File: config.mk
export PLATFORM = sky130hd
export DESIGN_NAME = fixed_block_pool_allocator
export DESIGN_NICKNAME = d
export VERILOG_FILES = /design/src/fbpa_pkg.sv /design/src/fbpa_ctrl.sv /design/src/fbpa_dp.sv /design/src/fixed_block_pool_allocator.sv
export SDC_FILE = /design/constraint.sdc
export NUM_CORES = 1
export LEC_CHECK = 0
export BUFFER_PORTS_ARGS = -buffer_cell sky130_fd_sc_hd__buf_4
export CAP_MARGIN = 10
export CELL_PAD_IN_SITES_DETAIL_PLACEMENT = 1
export CELL_PAD_IN_SITES_GLOBAL_PLACEMENT = 1
export CORE_ASPECT_RATIO = 0.5
export CORE_MARGIN = 3
export CORE_UTILIZATION = 50
export DETAILED_ROUTE_END_ITERATION = 8
export GPL_ROUTABILITY_DRIVEN = 1
export PLACE_DENSITY = 0.81
export SLEW_MARGIN = 0
export SYNTH_ARGS = -nofsm -noshare
export SYNTH_HDL_FRONTEND = slang
export SYNTH_SLANG_ARGS = --single-unit
File: constraint.sdc
create_clock -name clk -period 10.4 [get_ports clk]
set_clock_uncertainty 0.05 [all_clocks]
set_input_delay 0.52 -clock clk [delete_from_list [all_inputs] [get_ports clk]]
set_output_delay 0.52 -clock clk [all_outputs]
set_load 0.01 [all_outputs]
File: src/fbpa_pkg.sv
// Shared types, constants and control structs of the fixed block pool allocator.
package fbpa_pkg;

	localparam int DEF_MAX_BLOCKS = 256;

	// Bitmap row geometry
	localparam int WORD_W   = 32;
	localparam int WORD_LOG = 5;

	// Field widths
	localparam int ADDR_W    = 32;
	localparam int SIZE_W    = 16;
	localparam int COUNT_W   = 9;
	localparam int IDX_OUT_W = 8;
	localparam int CFG_IDX_W = 2;

	// Command codes
	localparam logic CMD_ACQUIRE = 1'b0;
	localparam logic CMD_RELEASE = 1'b1;

	typedef enum logic [2:0] {
		ST_OK     = 3'd0,
		ST_FULL   = 3'd1,
		ST_SIZE   = 3'd2,
		ST_RANGE  = 3'd3,
		ST_UNUSED = 3'd4
	} status_t;

	typedef enum logic [CFG_IDX_W-1:0] {
		CFG_BASE  = 2'd0,
		CFG_SIZE  = 2'd1,
		CFG_COUNT = 2'd2
	} cfg_idx_t;

	typedef enum logic [3:0] {
		S_IDLE,
		S_CHECK,
		S_ACQ_RD,
		S_ACQ_MARK,
		S_SCAN,
		S_SCAN_LD,
		S_REL_LIM,
		S_DIV,
		S_REL_RD,
		S_REL_WR,
		S_DONE
	} state_t;

	// Controller to datapath commands
	typedef struct packed {
		logic    load_in;
		logic    prep;
		logic    take_hint;
		logic    mem_rd;
		logic    acq_mark;
		logic    scan_hit;
		logic    scan_next;
		logic    scan_ld;
		logic    div_init;
		logic    div_step;
		logic    rel_wr;
		logic    fail;
		status_t fail_code;
		logic    load_out;
	} dp_cmd_t;

	// Datapath to controller status
	typedef struct packed {
		logic is_rel;
		logic size_ok;
		logic hint_ok;
		logic base_ok;
		logic in_limit;
		logic div_last;
		logic scan_found;
		logic scan_more;
	} dp_stat_t;

endpackage

File: src/fbpa_ctrl.sv
// Sequencing state machine of the fixed block pool allocator.
module fbpa_ctrl (
	input  logic                clk,
	input  logic                arst_n,
	input  logic                in_valid,
	output logic                in_ready,
	output logic                out_valid,
	input  logic                out_ready,
	input  fbpa_pkg::dp_stat_t  stat,
	output fbpa_pkg::dp_cmd_t   ctl
);
	import fbpa_pkg::*;

	state_t state_q, state_d;
	logic   out_valid_q;

	// State register
	always_ff @(posedge clk or negedge arst_n) begin
		if (!arst_n) begin
			state_q <= S_IDLE;
		end else begin
			state_q <= state_d;
		end
	end

	// Output beat holding register valid
	always_ff @(posedge clk or negedge arst_n) begin
		if (!arst_n) begin
			out_valid_q <= 1'b0;
		end else if (ctl.load_out) begin
			out_valid_q <= 1'b1;
		end else if (out_ready) begin
			out_valid_q <= 1'b0;
		end
	end

	assign out_valid = out_valid_q;

	// Next state and commands
	always_comb begin
		state_d  = state_q;
		ctl      = '0;
		in_ready = 1'b0;
		unique case (state_q)
			S_IDLE: begin
				in_ready = 1'b1;
				if (in_valid) begin
					ctl.load_in = 1'b1;
					state_d     = S_CHECK;
				end
			end
			S_CHECK: begin
				ctl.prep = 1'b1;
				if (stat.is_rel) begin
					if (!stat.base_ok) begin
						ctl.fail      = 1'b1;
						ctl.fail_code = ST_RANGE;
						state_d       = S_DONE;
					end else begin
						state_d = S_REL_LIM;
					end
				end else if (!stat.size_ok) begin
					ctl.fail      = 1'b1;
					ctl.fail_code = ST_SIZE;
					state_d       = S_DONE;
				end else if (!stat.hint_ok) begin
					ctl.fail      = 1'b1;
					ctl.fail_code = ST_FULL;
					state_d       = S_DONE;
				end else begin
					ctl.take_hint = 1'b1;
					state_d       = S_ACQ_RD;
				end
			end
			S_ACQ_RD: begin
				ctl.mem_rd = 1'b1;
				state_d    = S_ACQ_MARK;
			end
			S_ACQ_MARK: begin
				ctl.acq_mark = 1'b1;
				state_d      = S_SCAN;
			end
			S_SCAN: begin
				if (stat.scan_found) begin
					ctl.scan_hit = 1'b1;
					state_d      = S_DONE;
				end else if (stat.scan_more) begin
					ctl.scan_next = 1'b1;
					state_d       = S_SCAN_LD;
				end else begin
					state_d = S_DONE;
				end
			end
			S_SCAN_LD: begin
				ctl.scan_ld = 1'b1;
				state_d     = S_SCAN;
			end
			S_REL_LIM: begin
				if (!stat.in_limit) begin
					ctl.fail      = 1'b1;
					ctl.fail_code = ST_RANGE;
					state_d       = S_DONE;
				end else begin
					ctl.div_init = 1'b1;
					state_d      = S_DIV;
				end
			end
			S_DIV: begin
				ctl.div_step = 1'b1;
				if (stat.div_last) begin
					state_d = S_REL_RD;
				end
			end
			S_REL_RD: begin
				ctl.mem_rd = 1'b1;
				state_d    = S_REL_WR;
			end
			S_REL_WR: begin
				ctl.rel_wr = 1'b1;
				state_d    = S_DONE;
			end
			S_DONE: begin
				if (!out_valid_q || out_ready) begin
					ctl.load_out = 1'b1;
					state_d      = S_IDLE;
				end
			end
			default: begin
				state_d = S_IDLE;
			end
		endcase
	end

endmodule

File: src/fbpa_dp.sv
// Datapath of the fixed block pool allocator: config, bitmap memory, hint, divider, scan.
module fbpa_dp #(
	parameter int MAX_BLOCKS = fbpa_pkg::DEF_MAX_BLOCKS
) (
	input  logic                             clk,
	input  logic                             arst_n,
	input  logic                             cfg_wr_en,
	input  logic [fbpa_pkg::CFG_IDX_W-1:0]   cfg_index,
	input  logic [fbpa_pkg::ADDR_W-1:0]      cfg_data,
	input  logic                             cmd,
	input  logic [fbpa_pkg::SIZE_W-1:0]      request_size,
	input  logic [fbpa_pkg::ADDR_W-1:0]      release_address,
	input  fbpa_pkg::dp_cmd_t                ctl,
	output fbpa_pkg::dp_stat_t               stat,
	output logic [fbpa_pkg::ADDR_W-1:0]      block_address,
	output logic [fbpa_pkg::IDX_OUT_W-1:0]   block_index,
	output fbpa_pkg::status_t                status
);
	import fbpa_pkg::*;

	localparam int IDX_W  = $clog2(MAX_BLOCKS);
	localparam int CNT_W  = $clog2(MAX_BLOCKS + 1);
	localparam int ROWS   = (MAX_BLOCKS + WORD_W - 1) / WORD_W;
	localparam int ROW_W  = (ROWS > 1) ? $clog2(ROWS) : 1;
	localparam int REM_W  = IDX_W + SIZE_W;
	localparam int PROD_W = CNT_W + SIZE_W;
	localparam int STEP_W = (IDX_W > 1) ? $clog2(IDX_W) : 1;

	// Config registers
	logic [ADDR_W-1:0]  base_q;
	logic [SIZE_W-1:0]  bsize_q;
	logic [COUNT_W-1:0] bcount_q;

	// Latched input beat
	logic              cmd_q;
	logic [SIZE_W-1:0] req_q;
	logic [ADDR_W-1:0] addr_q;

	// Free hint
	logic [IDX_W-1:0] ff_q;
	logic             ffv_q;

	// Working registers
	logic [IDX_W-1:0]  idx_q;
	logic [PROD_W-1:0] prod_q;
	logic [ADDR_W-1:0] offset_q;
	logic [REM_W-1:0]  rem_q;
	logic [STEP_W-1:0] step_q;
	logic [WORD_W-1:0] word_q;
	logic [ROW_W-1:0]  scan_row_q;
	logic [IDX_W:0]    scan_start_q;

	// Bitmap memory, rows valid after first write
	logic [WORD_W-1:0] mem [ROWS];
	logic [WORD_W-1:0] rdata_q;
	logic              rv_rd_q;
	logic [ROWS-1:0]   rv_q;

	// Result and output registers
	logic [ADDR_W-1:0]    res_addr_q, out_addr_q;
	logic [IDX_OUT_W-1:0] res_idx_q, out_idx_q;
	status_t              res_status_q, out_status_q;

	logic [CNT_W-1:0]    count_w;
	logic [ROW_W-1:0]    row_w;
	logic [WORD_LOG-1:0] bit_w;
	logic [WORD_W-1:0]   mask_w;
	logic [WORD_W-1:0]   rdata_m;
	logic                found_w;
	logic                we_w;
	logic [WORD_W-1:0]   wdata_w;
	logic [ROW_W-1:0]    rd_addr_w;
	logic                rd_en_w;
	logic [CNT_W-1:0]    mul_a_w;
	logic [REM_W-1:0]    dsh_w;
	logic                ge_w;
	logic [WORD_W-1:0]   cand_w;
	logic [WORD_LOG-1:0] hit_pos_w;
	logic [IDX_W-1:0]    hit_idx_w;
	logic [31:0]         next_row_w;

	// Effective block count
	always_comb begin
		if (32'(bcount_q) < 32'(MAX_BLOCKS)) begin
			count_w = CNT_W'(bcount_q);
		end else begin
			count_w = CNT_W'(MAX_BLOCKS);
		end
	end

	// Row and bit of the current index
	assign row_w   = ROW_W'(32'(idx_q) >> WORD_LOG);
	assign bit_w   = WORD_LOG'(idx_q);
	assign mask_w  = WORD_W'(1) << bit_w;
	assign rdata_m = rv_rd_q ? rdata_q : '0;
	assign found_w = rdata_m[bit_w];

	// Bitmap write: set on acquire, clear on release of a used block
	assign we_w    = ctl.acq_mark | (ctl.rel_wr & found_w);
	assign wdata_w = ctl.acq_mark ? (rdata_m | mask_w) : (rdata_m & ~mask_w);

	assign next_row_w = 32'(scan_row_q) + 32'd1;
	assign rd_addr_w  = ctl.scan_next ? ROW_W'(next_row_w) : row_w;
	assign rd_en_w    = ctl.mem_rd | ctl.scan_next;

	always_ff @(posedge clk) begin
		if (we_w) begin
			mem[row_w] <= wdata_w;
		end
	end

	always_ff @(posedge clk) begin
		if (rd_en_w) begin
			rdata_q <= mem[rd_addr_w];
			rv_rd_q <= rv_q[rd_addr_w];
		end
	end

	// Shared multiplier operand: hint index on acquire, count on release
	assign mul_a_w = cmd_q ? count_w : CNT_W'(ff_q);

	// Restoring divider step
	assign dsh_w = REM_W'(bsize_q) << step_q;
	assign ge_w  = rem_q >= dsh_w;

	// Free-block search in the current row
	always_comb begin
		logic [31:0] g;
		for (int b = 0; b < WORD_W; b++) begin
			g = (32'(scan_row_q) << WORD_LOG) | 32'(b);
			cand_w[b] = !word_q[b] && (g >= 32'(scan_start_q)) && (g < 32'(count_w));
		end
	end

	always_comb begin
		hit_pos_w = '0;
		for (int b = WORD_W - 1; b >= 0; b--) begin
			if (cand_w[b]) begin
				hit_pos_w = WORD_LOG'(b);
			end
		end
	end

	assign hit_idx_w = IDX_W'((32'(scan_row_q) << WORD_LOG) | 32'(hit_pos_w));

	// Status to controller
	assign stat.is_rel     = (cmd_q == CMD_RELEASE);
	assign stat.size_ok    = (bsize_q != '0) && (req_q == bsize_q);
	assign stat.hint_ok    = ffv_q && (32'(ff_q) < 32'(count_w));
	assign stat.base_ok    = (bsize_q != '0) && (addr_q >= base_q);
	assign stat.in_limit   = offset_q < 32'(prod_q);
	assign stat.div_last   = (step_q == '0);
	assign stat.scan_found = |cand_w;
	assign stat.scan_more  = (next_row_w < 32'(ROWS)) &&
	                         ((next_row_w << WORD_LOG) < 32'(count_w));

	// Config, hint and row valid bits
	always_ff @(posedge clk or negedge arst_n) begin
		if (!arst_n) begin
			base_q   <= '0;
			bsize_q  <= SIZE_W'(64);
			bcount_q <= COUNT_W'(256);
			ff_q     <= '0;
			ffv_q    <= 1'b1;
			rv_q     <= '0;
		end else begin
			if (cfg_wr_en) begin
				unique case (cfg_index)
					CFG_BASE:  base_q   <= cfg_data;
					CFG_SIZE:  bsize_q  <= cfg_data[SIZE_W-1:0];
					CFG_COUNT: bcount_q <= cfg_data[COUNT_W-1:0];
					default: ;
				endcase
			end
			if (we_w) begin
				rv_q[row_w] <= 1'b1;
			end
			if (ctl.acq_mark) begin
				ffv_q <= 1'b0;
			end
			if (ctl.scan_hit) begin
				ff_q  <= hit_idx_w;
				ffv_q <= 1'b1;
			end
			// Released block lowers the hint or refills an empty one
			if (ctl.rel_wr && found_w && (!ffv_q || idx_q < ff_q)) begin
				ff_q  <= idx_q;
				ffv_q <= 1'b1;
			end
		end
	end

	// Working and result registers
	always_ff @(posedge clk) begin
		if (ctl.load_in) begin
			cmd_q  <= cmd;
			req_q  <= request_size;
			addr_q <= release_address;
		end
		if (ctl.prep) begin
			prod_q   <= PROD_W'(mul_a_w) * PROD_W'(bsize_q);
			offset_q <= addr_q - base_q;
		end
		if (ctl.take_hint) begin
			idx_q <= ff_q;
		end
		if (ctl.acq_mark) begin
			word_q       <= wdata_w;
			scan_row_q   <= row_w;
			scan_start_q <= (IDX_W + 1)'(idx_q) + 1'b1;
			res_status_q <= ST_OK;
			res_idx_q    <= IDX_OUT_W'(idx_q);
			res_addr_q   <= base_q + ADDR_W'(prod_q);
		end
		if (ctl.scan_next) begin
			scan_row_q <= ROW_W'(next_row_w);
		end
		if (ctl.scan_ld) begin
			word_q <= rdata_m;
		end
		if (ctl.div_init) begin
			rem_q  <= REM_W'(offset_q);
			idx_q  <= '0;
			step_q <= STEP_W'(IDX_W - 1);
		end
		if (ctl.div_step) begin
			if (ge_w) begin
				rem_q <= rem_q - dsh_w;
			end
			idx_q  <= (idx_q << 1) | IDX_W'(ge_w);
			step_q <= step_q - 1'b1;
		end
		if (ctl.rel_wr) begin
			res_status_q <= found_w ? ST_OK : ST_UNUSED;
			res_idx_q    <= IDX_OUT_W'(idx_q);
			res_addr_q   <= '0;
		end
		if (ctl.fail) begin
			res_status_q <= ctl.fail_code;
			res_idx_q    <= '0;
			res_addr_q   <= '0;
		end
		if (ctl.load_out) begin
			out_status_q <= res_status_q;
			out_idx_q    <= res_idx_q;
			out_addr_q   <= res_addr_q;
		end
	end

	assign block_address = out_addr_q;
	assign block_index   = out_idx_q;
	assign status        = out_status_q;

endmodule

File: src/fixed_block_pool_allocator.sv
// Top level of the fixed block pool allocator.
// Hands out and takes back equal-size blocks of a pool that starts at the configured base; every
// input beat (acquire or release) yields exactly one result beat with a status code. Items
// are worked one at a time. An acquire checks the request, reads and marks the bitmap row of
// the hinted block, then searches for the next free block one further 32-block row at a time
// (the bitmap is a memory of 32-bit rows, read one row at a time). A release checks the range,
// finds the index with a restoring divider that resolves one index bit per cycle, then reads
// and writes back its bitmap row. A finished result sits in an output register, so the next
// item is taken while it waits. The bitmap starts all free after reset with no clearing pass;
// the user writes config registers only while idle; the block itself does not enforce it.
module fixed_block_pool_allocator #(
	parameter int MAX_BLOCKS = fbpa_pkg::DEF_MAX_BLOCKS
) (
	input  logic                             clk,
	input  logic                             arst_n,
	input  logic                             cfg_wr_en,
	input  logic [fbpa_pkg::CFG_IDX_W-1:0]   cfg_index,
	input  logic [fbpa_pkg::ADDR_W-1:0]      cfg_data,
	input  logic                             in_valid,
	output logic                             in_ready,
	input  logic                             cmd,
	input  logic [fbpa_pkg::SIZE_W-1:0]      request_size,
	input  logic [fbpa_pkg::ADDR_W-1:0]      release_address,
	output logic                             out_valid,
	input  logic                             out_ready,
	output logic [fbpa_pkg::ADDR_W-1:0]      block_address,
	output logic [fbpa_pkg::IDX_OUT_W-1:0]   block_index,
	output fbpa_pkg::status_t                status
);
	import fbpa_pkg::*;

	dp_cmd_t  ctl;
	dp_stat_t stat;

	fbpa_ctrl u_ctrl (
		.clk       (clk),
		.arst_n    (arst_n),
		.in_valid  (in_valid),
		.in_ready  (in_ready),
		.out_valid (out_valid),
		.out_ready (out_ready),
		.stat      (stat),
		.ctl       (ctl)
	);

	fbpa_dp #(
		.MAX_BLOCKS (MAX_BLOCKS)
	) u_dp (
		.clk             (clk),
		.arst_n          (arst_n),
		.cfg_wr_en       (cfg_wr_en),
		.cfg_index       (cfg_index),
		.cfg_data        (cfg_data),
		.cmd             (cmd),
		.request_size    (request_size),
		.release_address (release_address),
		.ctl             (ctl),
		.stat            (stat),
		.block_address   (block_address),
		.block_index     (block_index),
		.status          (status)
	);

`ifndef SYNTHESIS
	// Only a successful acquire carries an address
	a_addr_zero_on_fail: assert property (@(posedge clk) disable iff (!arst_n)
		out_valid && status != ST_OK |-> block_address == '0)
		else $error("nonzero address on a failed result");

	// Out-of-pool results carry index zero
	a_idx_zero_on_range: assert property (@(posedge clk) disable iff (!arst_n)
		out_valid && status == ST_RANGE |-> block_index == '0)
		else $error("nonzero index on an out-of-pool result");

	// One item at a time: no accept right after an accept
	a_one_in_flight: assert property (@(posedge clk) disable iff (!arst_n)
		in_valid && in_ready |=> !in_ready)
		else $error("input accepted while an item is in flight");

	// Result register is loaded only when free or draining
	a_no_overwrite: assert property (@(posedge clk) disable iff (!arst_n)
		ctl.load_out |-> !out_valid || out_ready)
		else $error("pending result beat overwritten");
`endif

endmodule

Word level (Yosys, flattened, before mapping)
Memory sizes are Yosys's and may differ from the RTL's. A register that Yosys moved wholly into a read port is not among the register bits.
Cells that the tools add are included.

storage, ports and cells
  memory bits (writable) = 256
  ROM bits = 0
  memories = 1
  logic and storage cells = 372
  bits in latches = 0
  register bits = 351
  output and inout port bits = 45

operators by class
  reductions and logical operators = 128
  mux-type cells = 107
  shift operators = 2
  equal/unequal tests = 16
  div/mod/pow operators = 0
  bitwise logic cells = 9
  add/sub/neg operators = 6
  multiply operators = 1
  magnitude comparators = 76

memory list
  name      words  width  read ports  clocked after Yosys merged registers in  wr ports  RTL line       source
  u_dp.mem  8      32     1           1                                        1         fbpa_dp.sv:54  logic [WORD_W-1:0] mem [ROWS];

operators by type and width
  operator                                                                count
  8-bit by 9-bit < comparator with 1-bit output                           33
  8-bit by 9-bit greater-or-equal comparator with 1-bit output            32
  5-bit two-way mux                                                       32
  32-bit two-way mux                                                      4
  24-bit two-way mux                                                      3
  1-bit logical AND                                                       71
  4-bit two-way mux                                                       15
  8-bit two-way mux                                                       7
  4-bit case mux with 10 select lines                                     1
  1-bit zero test                                                         34
  32-bit by 25-bit adder with 32-bit output                               1
  32-bit AND                                                              1
  32-bit greater-or-equal comparator                                      1
  32-bit by 25-bit < comparator with 1-bit output                         1
  32-bit by 4-bit < comparator with 1-bit output (second input constant)  1
  32-bit by 9-bit < comparator with 1-bit output                          1
  32-bit inverter                                                         1
  32-bit bitwise OR                                                       1
  32-bit OR reduction                                                     1
  1-bit by 5-bit left shift with 32-bit output (first input constant)     1
  32-bit subtractor                                                       1
  1-bit two-way mux                                                       28
  3-bit two-way mux                                                       9
  9-bit by 16-bit multiplier with 25-bit output                           1
  41 further kinds                                                        64

Longest topological paths before layout
Gate-level depths: netlist (run 1).

  word-level depth = 39
  depth in mapped cells = 26
  mapped depth without buffers = 24

By module
A second synthesis (run 1) with hierarchy kept.

second synthesis, totals
  cell total of the unflattened synthesis = 3494
  area total of the unflattened synthesis = 36531.3 um2

by module, submodules not included
  module     cells each  times used  area an instance (um2)
  fbpa_dp    3414        1           35973.3
  fbpa_ctrl  80          1           558.0

Worst setup path before layout (run 1)
OpenSTA, ideal clock, no wires.

  kind = reg-to-reg
  from = register u_dp.bcount_q[8]
  to = register u_dp.prod_q[23], data pin
  setup time = 258 ps
  arrival = 5505 ps
  clock period less this slack = 5812 ps
  cell stages (with the launch flop) = 21
  data required time = 10092 ps
  setup slack = 4588 ps
  path buffers = 3
  cell sequence = dfstp_2 -> clkbuf_1 -> clkbuf_1 -> nor2b_1 -> mux2i_1 -> clkbuf_1 -> nor2b_1 -> fa_1 -> fa_1 -> fa_1 -> fa_1 -> ha_1 -> or2_2 -> o31a_1 -> a31oi_1 -> a211oi_1 -> nand4_1 -> a31oi_1 -> a21o_1 -> a21oi_1 -> xnor2_1

on the way
  longest elaborated chain between the ends = 4

ends and longest elaborated chain
  what                                             RTL line        source
  start: declaration                               fbpa_dp.sv:32   logic [COUNT_W-1:0] bcount_q;
  start signal: assignment                         fbpa_dp.sv:171  CFG_COUNT: bcount_q <= cfg_data[COUNT_W-1:0];
  9-bit < comparator                               fbpa_dp.sv:84   if (32'(bcount_q) < 32'(MAX_BLOCKS)) begin
  9-bit two-way mux *                              fbpa_dp.sv:84
  9-bit two-way mux *                              fbpa_dp.sv:120  assign mul_a_w = cmd_q ? count_w : CNT_W'(ff_q);
  9-bit by 16-bit multiplier with 25-bit output *  fbpa_dp.sv:201  prod_q <= PROD_W'(mul_a_w) * PROD_W'(bsize_q);
  end signal: assignment                           fbpa_dp.sv:201
  end: declaration                                 fbpa_dp.sv:45   logic [PROD_W-1:0] prod_q;

Every way passes the cells marked *; elsewhere a longest branch is shown, timed or not.
A chain may end at the register's enable or synchronous reset.

Final worst setup path (run 1)
  from = register u_dp.bcount_q[8]
  to = register u_dp.rdata_q[13] (read register of u_dp.mem), data pin

on the way
  longest elaborated chain between the ends = 8

ends and longest elaborated chain
  what                                                                                                             RTL line                         source
  9-bit < comparator                                                                                               fbpa_dp.sv:84
  9-bit two-way mux *                                                                                              fbpa_dp.sv:84
  32-bit by 9-bit < comparator with 1-bit output or 8-bit by 9-bit < comparator with 1-bit output (tied branches)  fbpa_dp.sv:155, fbpa_dp.sv:131
  1-bit logical AND (on tied branches)                                                                             fbpa_dp.sv:154, fbpa_dp.sv:131
  1-bit two-way mux or 32-bit OR reduction (tied branches)                                                         fbpa_ctrl.sv:87, fbpa_dp.sv:153
  1-bit two-way mux *                                                                                              fbpa_ctrl.sv:84                  if (stat.scan_found) begin
  2-bit two-way mux *                                                                                              fbpa_ctrl.sv:44                  unique case (state_q)
  3-bit two-way mux or 1-bit bitwise OR (tied branches)                                                            fbpa_dp.sv:103, fbpa_dp.sv:104
  end: declaration                                                                                                 fbpa_dp.sv:55                    logic [WORD_W-1:0] rdata_q;

Marks and branches as above.

==> metrics.cfg, run 1 <==
[status]
status = finished clean

[setup_path]
worst_path_max_delay_cell = buf_4
r2r-end = u_dp.rdata_q[13]
worst_setup_path_end_kind = register
worst-setup-path-type = register to register
cp.depth = 15
cp_top_family = simple AND/OR/NAND/NOR gates
worstSetupStartpointType = register
ff2ff_path_depth = 15
r2r_start = u_dp.bcount_q[8]
critical_path.max_fanout = 78
cp_slowest_stage_delay_ns = 0.93
setup.worst_path.end = u_dp.rdata_q[13]
path_cells = clkinv_1, nand2_1, ha_1, nand4bb_1, a211oi_1, nor3_1, a221o_1, or4_4, nor4_4, buf_4, nand2_1, a21oi_4, buf_4, mux2i_1, mux2_2
worstSetupStartpoint = u_dp.bcount_q[8]
arrival_ns = 8.45
worstPathRequired_ns = 10.77
r2r_setup_slack_ns = 2.32
crit_buf_inv = 3

[clock_network]
cts_buffer_depth = 3
cts.sinks = 639
h-tree-depth = 2
clk_transition_reported_paths_ns = 0.07
cts_tree = built
post_cts_buffers = 0
numCtsBuffers = 61
clock_latency_ns = 0.68
root_buffer = clkbuf_16

[logic_synthesis]
synthTopCellsByCount = nand2_1 (698), edfxtp_1 (496), inv_1 (212)
ys_seq_area_frac = 0.454
synth-async-reset-ratio = 0.124
yosysWarnings = 0
ys_types = 87
synth.area.top_cells = edfxtp_1 (37%), nand2_1 (6.5%), ha_1 (5.8%)
yosysMostFrequentCell = nand2_1
synthFlopType = edfxtp_1
yosys.area.top_type = edfxtp_1
synthesis.area_um2 = 40000
synth_top_area_share = 0.372
synth_cells = 3982
ys_seq_elements = 639
avgSynthCellArea_um2 = 10.1
synth-edff-count = 496
synth_nets = 4356

[route]
routedWlPerCell_um = 26.7
drtAntennaViolNets = 0
drtIter0Drc = 3018
firstDrtPassIters = 5
routed_via_density = 6.50
drt_wl_total_um = 136000
vias = 33200
drc_errors = 0

[cells_and_area]
nNetsFinal = 4390
area_growth_pct = 11.1
drive_above_1_share = 0.108

[timing]
finalSetupViolations = 0
fin_crit_sh = 0.777
finalHoldViolations = 0
finalMaxSlewViolations = 0
period_needed_ns = 8.08
slew_headroom = 0.164
fin_tns_setup_ns = 0
fmax_mhz = 124
tightest_slew_ns = 1.24
rsz0062_at_grt = no

[power_and_ir_drop]
power.density_nw_per_um2 = 285
power.leakage_nw = 17.6
finalPower_mw = 12.7
irDropWorstVdd_mv = 0.249

[die]
start_util = 0.511
fp.dieW_um = 406
rows = 72
die_h_um = 206
core_area_um2 = 78300
ios = 133
die-area_um2 = 83700

[grt]
gr-total-overflow = 0
grt_pass1_vias = 35000
antenna_found_initial = 6
grt_use_total = 0.323
grt_first_pass_wirelength_um = 209000
grt_start_max_net_pins = 93

[min_path]
hp-class = input pin to register

[job]
cap_violations = 0

[placement]
dpl.hpwl_um = 87300
gp_congestion = 0.885
port_buffers = 132

placed cells by master (no fill, tap or decap), types with 19 or more instances in the layout:
master / Yosys / layout
nand2_1: 698 / 698
edfxtp_1: 496 / 496
inv_1: 212 / 211
buf_4: 3 / 186
ha_1: 184 / 184
a21oi_1: 179 / 179
nor3_1: 182 / 177
o21ai_0: 158 / 157
nor2_1: 150 / 148
a22oi_1: 138 / 138
a311oi_1: 137 / 137
mux2i_1: 127 / 127
fa_1: 102 / 102
xnor2_1: 77 / 76
dfrtp_1: 76 / 76
nand3_1: 74 / 73
nor2b_1: 67 / 66
mux2_2: 64 / 64
dfxtp_1: 64 / 64
clkbuf_16: 0 / 62
a21o_1: 58 / 58
dlygate4sd3_1: 0 / 50
nand2b_1: 42 / 42
xor2_1: 34 / 34
and2_1: 30 / 29
o211ai_1: 26 / 26
or2_2: 24 / 24
o21a_1: 24 / 24
nand4_1: 22 / 22
a211oi_1: 21 / 21
a31oi_1: 19 / 19
where the power goes:
part | total, mW | internal [mW] | switching, mW
Combinational | 6.07 | 2.19 | 3.88
Sequential | 4.12 | 3.61 | 0.508
Clock | 2.48 | 1.39 | 1.09
Total | 12.7 | 7.19 | 5.49
worst min path at each step:
stage	from	end	slack (ns)	cells past startpoint
after CTS	cfg_data[31]	u_dp.base_q[31]	0.002	3
final	cfg_data[31]	u_dp.base_q[31]	0.03	3
after detailed placement	u_dp.res_addr_q[9]	u_dp.block_address[9]	0.37	0
after global routing	cfg_data[24]	u_dp.base_q[24]	0.03	3
after global placement	u_dp.res_addr_q[29]	u_dp.block_address[29]	0.37	0
after floorplan	arst_n	u_ctrl.out_valid	0.17	0
state kept, by name, summed over array words and instances, names as in the netlist, 9 cells and up:
register	count
u_dp.mem	256
u_dp.addr_q	32
u_dp.base_q	32
u_dp.block_address	32
u_dp.offset_q	32
u_dp.rdata_q	32
u_dp.res_addr_q	32
u_dp.word_q	32
u_dp.prod_q	25
u_dp.rem_q	24
u_dp.bsize_q	16
u_dp.req_q	16
u_dp.bcount_q	9
u_dp.scan_start_q	9
worst reg2reg max path: stages (launching register included):
cell       delay, ns
dfstp_2         0.82
clkinv_1        0.43
nand2_1         0.29
ha_1            0.22
nand4bb_1       0.57
a211oi_1        0.54
nor3_1          0.11
a221o_1         0.40
or4_4           0.55
nor4_4          0.25
buf_4           0.78
nand2_1         0.48
a21oi_4         0.78
buf_4           0.95
mux2i_1         0.28
mux2_2          0.33
per-layer routing:
layer,part of all wire,vias to the layer above,GRT usage
met1,0.40,17000,0.413
li1,-,14600,-
met5,0.00040,-,0
met4,0.041,8,0.132
met2,0.49,1307,0.552
met3,0.069,340,0.0495
cell families after synthesis:
group / Yosys count / share of synthesized area
compound gates: 879 / 0.151
flops: 639 / 0.454
simple gates: 1377 / 0.157
mux: 207 / 0.0588
xor+xnor: 111 / 0.0243
fa+ha+maj: 286 / 0.109
buf+inv: 483 / 0.0474
cell type report:
class                      instances  area, um^2
clock buffer                      73        1660
timing repair buffer             238        1910
fill                            8423       33800
tap                             1036        1300
antenna                            1        2.50
multi-input combinational       2860       20100
sequential                       639       18200
clock inverter                    43         495
inverter                         216         816
through the flow:
step / setup slack, ns / hold slack (ns) / cells / cell area, um^2 / utilization
2_1_floorplan: 4.59 / 0.174 / 3982 / 40000 / -
3_3_place_gp: 2.78 / 0.365 / 4937 / 41800 / 0.534
3_5_place_dp: 2.44 / 0.368 / 4937 / 41800 / 0.534
4_1_cts: 2.39 / 0.00158 / 5103 / 44400 / 0.568
5_1_grt: 1.92 / 0.0271 / 5106 / 44500 / 0.568
6_report: 2.32 / 0.0299 / 5106 / 44500 / 0.568
repair_timing:
action                                 in CTS  in global routing
endpoints found under the hold margin      79                  0
gates resized for setup                     0                  0
hold buffers                               50                  0
Note: power is estimated with default switching activity, not from simulation.
==> inputs of run 2 (changes only) <==
- ABC_AREA: unset -> 1
- CORE_UTILIZATION: 50 -> 45
- PLACE_DENSITY: 0.81 -> 0.77
- clock period: 10.4 -> 6.9 ns (I/O delays scaled with it)
==> run 2 against run 1 <==
Net effect:
- maximum frequency up 25%
- sequential power up 41%
- non-clock buffer count increased by 32
- area after synthesis down 12%
- combinational power about the same
- flip-flop and latch count unchanged
==> metrics.cfg, run 2 <==
[route]
drtAntennaViolNets = 0  ; unchanged
routedWlPerCell_um = 24.0  ; was 26.7 um
vias = 28200  ; was 33.2k
drt_wl_total_um = 118000  ; was 136000 um
drtIter0Drc = 2483  ; was 3018
routed_via_density = 5.77  ; was 6.50
routed.top_layer = met5  ; unchanged
drc_errors = 0  ; unchanged
dr_wl_met2_um = 55600  ; was 66800 um
met1_length_um = 51000  ; was 54500 um
firstDrtPassIters = 6  ; was 5
route.met3.wl_um = 6090  ; was 9380 um

[logic_synthesis]
synth-simple-area-share = 0.139  ; was 0.157
synth.area.top_cells = edfxtp_1 (42%), ha_1 (6.5%), nand2_1 (6.3%)  ; was edfxtp_1 (37%), nand2_1 (6.5%), ha_1 (5.8%)
yosysWarnings = 0  ; unchanged
avgSynthCellArea_um2 = 9.78  ; was 10.1 um^2
ys_seq_elements = 639  ; unchanged
synthFlopType = edfxtp_1  ; unchanged
synth_cells = 3620  ; was 3982
synth-edff-count = 496  ; unchanged
synthTopCellsByCount = nand2_1 (597), edfxtp_1 (496), inv_1 (405)  ; was nand2_1 (698), edfxtp_1 (496), inv_1 (212)
synth_top_family_by_area = simple AND/OR/NAND/NOR gates  ; unchanged
yosysMostFrequentCell = nand2_1  ; unchanged
synth-xor-area-share = 0.0242  ; was 0.0243
ys_seq_area_frac = 0.513  ; was 0.454
synthesis.area_um2 = 35400  ; was 40000 um^2
ys_types = 66  ; was 87
yosys.area.top_type = edfxtp_1  ; unchanged
synth_fa_ha_area_frac = 0.123  ; was 0.109
synth_top_area_share = 0.421  ; was 0.372
synth_compound_area_frac = 0.127  ; was 0.151
synth-async-reset-ratio = 0.124  ; unchanged
synth_mux_area_frac = 0.0119  ; was 0.0588
synth_nets = 3994  ; was 4356

[die]
start_util = 0.457  ; was 0.511
die-area_um2 = 82300  ; was 83700 um^2
ios = 133  ; unchanged
die_h_um = 204  ; was 206 um
rows = 72  ; unchanged
core_area_um2 = 77600  ; was 78300 um^2
fp.dieW_um = 403  ; was 406 um

[setup_path]
arrival_ns = 6.84  ; was 8.45 ns
r2r_setup_slack_ns = 0.42  ; was 2.32 ns
r2r-end = u_dp.prod_q[24]  ; was u_dp.rdata_q[13]
worstSetupStartpoint = u_dp.bcount_q[8]  ; unchanged
worstPathRequired_ns = 7.26  ; was 10.77 ns
r2r_start = u_dp.bcount_q[8]  ; unchanged
worst-setup-path-type = register to register  ; unchanged
setup.worst_path.end = u_dp.prod_q[24]  ; was u_dp.rdata_q[13]
worstSetupStartpointType = register  ; unchanged
ff2ff_path_depth = 35  ; was 15
cp_slowest_stage_delay_ns = 0.57  ; was 0.93 ns
worst_path_max_delay_cell = dfstp_2  ; was buf_4
critical_path.max_fanout = 14  ; was 78
worst_setup_path_end_kind = register  ; unchanged

[cells_and_area]
largest_register_ffs = 256  ; unchanged
most-common-layout-cells = nand2_1 (594), edfxtp_1 (496), inv_1 (405), nor2_1 (370), o21ai_0 (321)  ; was nand2_1 (698), edfxtp_1 (496), inv_1 (211), buf_4 (186), ha_1 (184)
registers.top_by_ff_count = u_dp.mem  ; unchanged
area_growth_pct = 14.4  ; was 11.1%
stdcell_area_um2 = 40500  ; was 44500 um^2
final_common_cell = nand2_1  ; unchanged
nNetsFinal = 4185  ; was 4390
final_core_util = 0.522  ; was 0.568
drive_above_1_share = 0.104  ; was 0.108

[grt]
grt_use_total = 0.284  ; was 0.323
grt_start_max_net_pins = 138  ; was 93
antenna_found_initial = 4  ; was 6
gr-total-overflow = 0  ; unchanged
grt_pass1_vias = 29700  ; was 35.0k
grt_first_pass_wirelength_um = 179000  ; was 209000 um

[placement]
dpl.hpwl_um = 81700  ; was 87300 um
placed_area_um2 = 37600  ; was 41800 um^2
gp_congestion = 0.939  ; was 0.885
port_buffers = 132  ; unchanged

[clock_network]
cts.sinks = 639  ; unchanged
root_buffer = clkbuf_16  ; unchanged
clk_transition_reported_paths_ns = 0.07  ; about the same
numCtsBuffers = 59  ; was 61
clock_latency_ns = 0.68  ; about the same
cts_tree = built  ; unchanged
h-tree-depth = 2  ; unchanged
cts_buffer_depth = 3  ; unchanged

[timing]
fin_crit_sh = 0.939  ; was 0.777
rsz0062_at_grt = yes  ; was no
finalMaxSlewViolations = 0  ; unchanged
tightest_slew_ns = 1.21  ; was 1.24 ns
holdWs_ns = 0.0297  ; was 0.0299 ns
finalHoldViolations = 0  ; unchanged
slew_headroom = 0.183  ; was 0.164
fmax_mhz = 154  ; was 124 MHz
period_needed_ns = 6.48  ; was 8.08 ns
fin_tns_setup_ns = 0  ; unchanged
finalSetupViolations = 0  ; unchanged

[min_path]
hp-class = input pin to register  ; unchanged

[power_and_ir_drop]
irDropWorstVdd_mv = 0.215  ; was 0.249 mV
power.leakage_nw = 16.9  ; was 17.6 nW
finalPower_mw = 15.4  ; was 12.7 mW
power.density_nw_per_um2 = 379  ; was 285 nW/um^2

[status]
status = finished clean  ; unchanged

[job]
cap_violations = 0  ; unchanged

[run 2: worst min path at each step]
stage                             from               end  slack, ns  cells past startpoint
after floorplan                 arst_n  u_ctrl.out_valid    -0.0006                      0
after global placement          arst_n  u_dp.bcount_q[2]       0.29                      1
after detailed placement        arst_n  u_dp.bcount_q[2]       0.29                      1
after CTS                  cfg_data[4]    u_dp.base_q[4]      0.004                      3
after global routing      cfg_data[14]  u_dp.bsize_q[14]       0.01                      3
final                      cfg_data[4]    u_dp.base_q[4]       0.03                      3
[run 2: routing by layer]
layer | up-vias | global-route usage
met4 | 6 | 0.115
met2 | 822 | 0.473
met3 | 256 | 0.0345
met1 | 14400 | 0.380
li1 | 12800 | -
met5 | - | 0
[run 2: worst max-delay path: cells and delay by family (launching register included)]
kind | cells | cell delay, ns
xor gates and xnor gates | 1 | 0.14
and+or+nand+nor | 13 | 1.38
buffers and inverters | 7 | 0.69
AOI/OAI and AO/OA | 9 | 1.07
adders and majority gates | 5 | 2.30
DFF | 1 | 0.57
[run 2: kinds of logic (layout without fill, tap and decap cells)]
logic type,count (synthesis),count (layout)
DFF,639,639
adders and majority gates,286,286
and+or+nand+nor,1188,1188
AOI/OAI and AO/OA,803,803
buffers and inverters,568,808
other,0,1
xor gates and xnor gates,98,98
muxes,38,38
[run 2: what timing repair did]
action / 4_1_cts / 5_1_grt
hold buffers: 75 / 0
pin swaps: 0 / 0
gates resized for setup: 3 / 16
setup endpoints to repair: 1 / 4
setup buffers: 0 / 5
gates cloned: 0 / 1
endpoints found under the hold margin: 121 / 0
[run 2: metrics by stage]
step | setup slack [ns] | cells
5_1_grt | -0.0220 | 4897
4_1_cts | 0.0410 | 4889
2_1_floorplan | 0.709 | 3620
3_3_place_gp | 0.133 | 4704
3_5_place_dp | -0.117 | 4704
6_report | 0.422 | 4897
[run 2: area by class of cell]
cell class,count,area (um^2)
diodes,1,2.50
inverters,428,1610
multi-input cells,2413,15200
fillers,8584,37100
repair buffers,270,2240
well taps,1036,1300
flip-flops and latches,639,18200
clock buffers,81,1710
clock inverters,29,314
[run 2: where the power goes]
group,internal (mW),total [mW],switching (mW)
Combinational,2.06,6.06,4.00
Sequential,5.28,5.80,0.519
Clock,1.90,3.49,1.59
Total,9.24,15.4,6.11
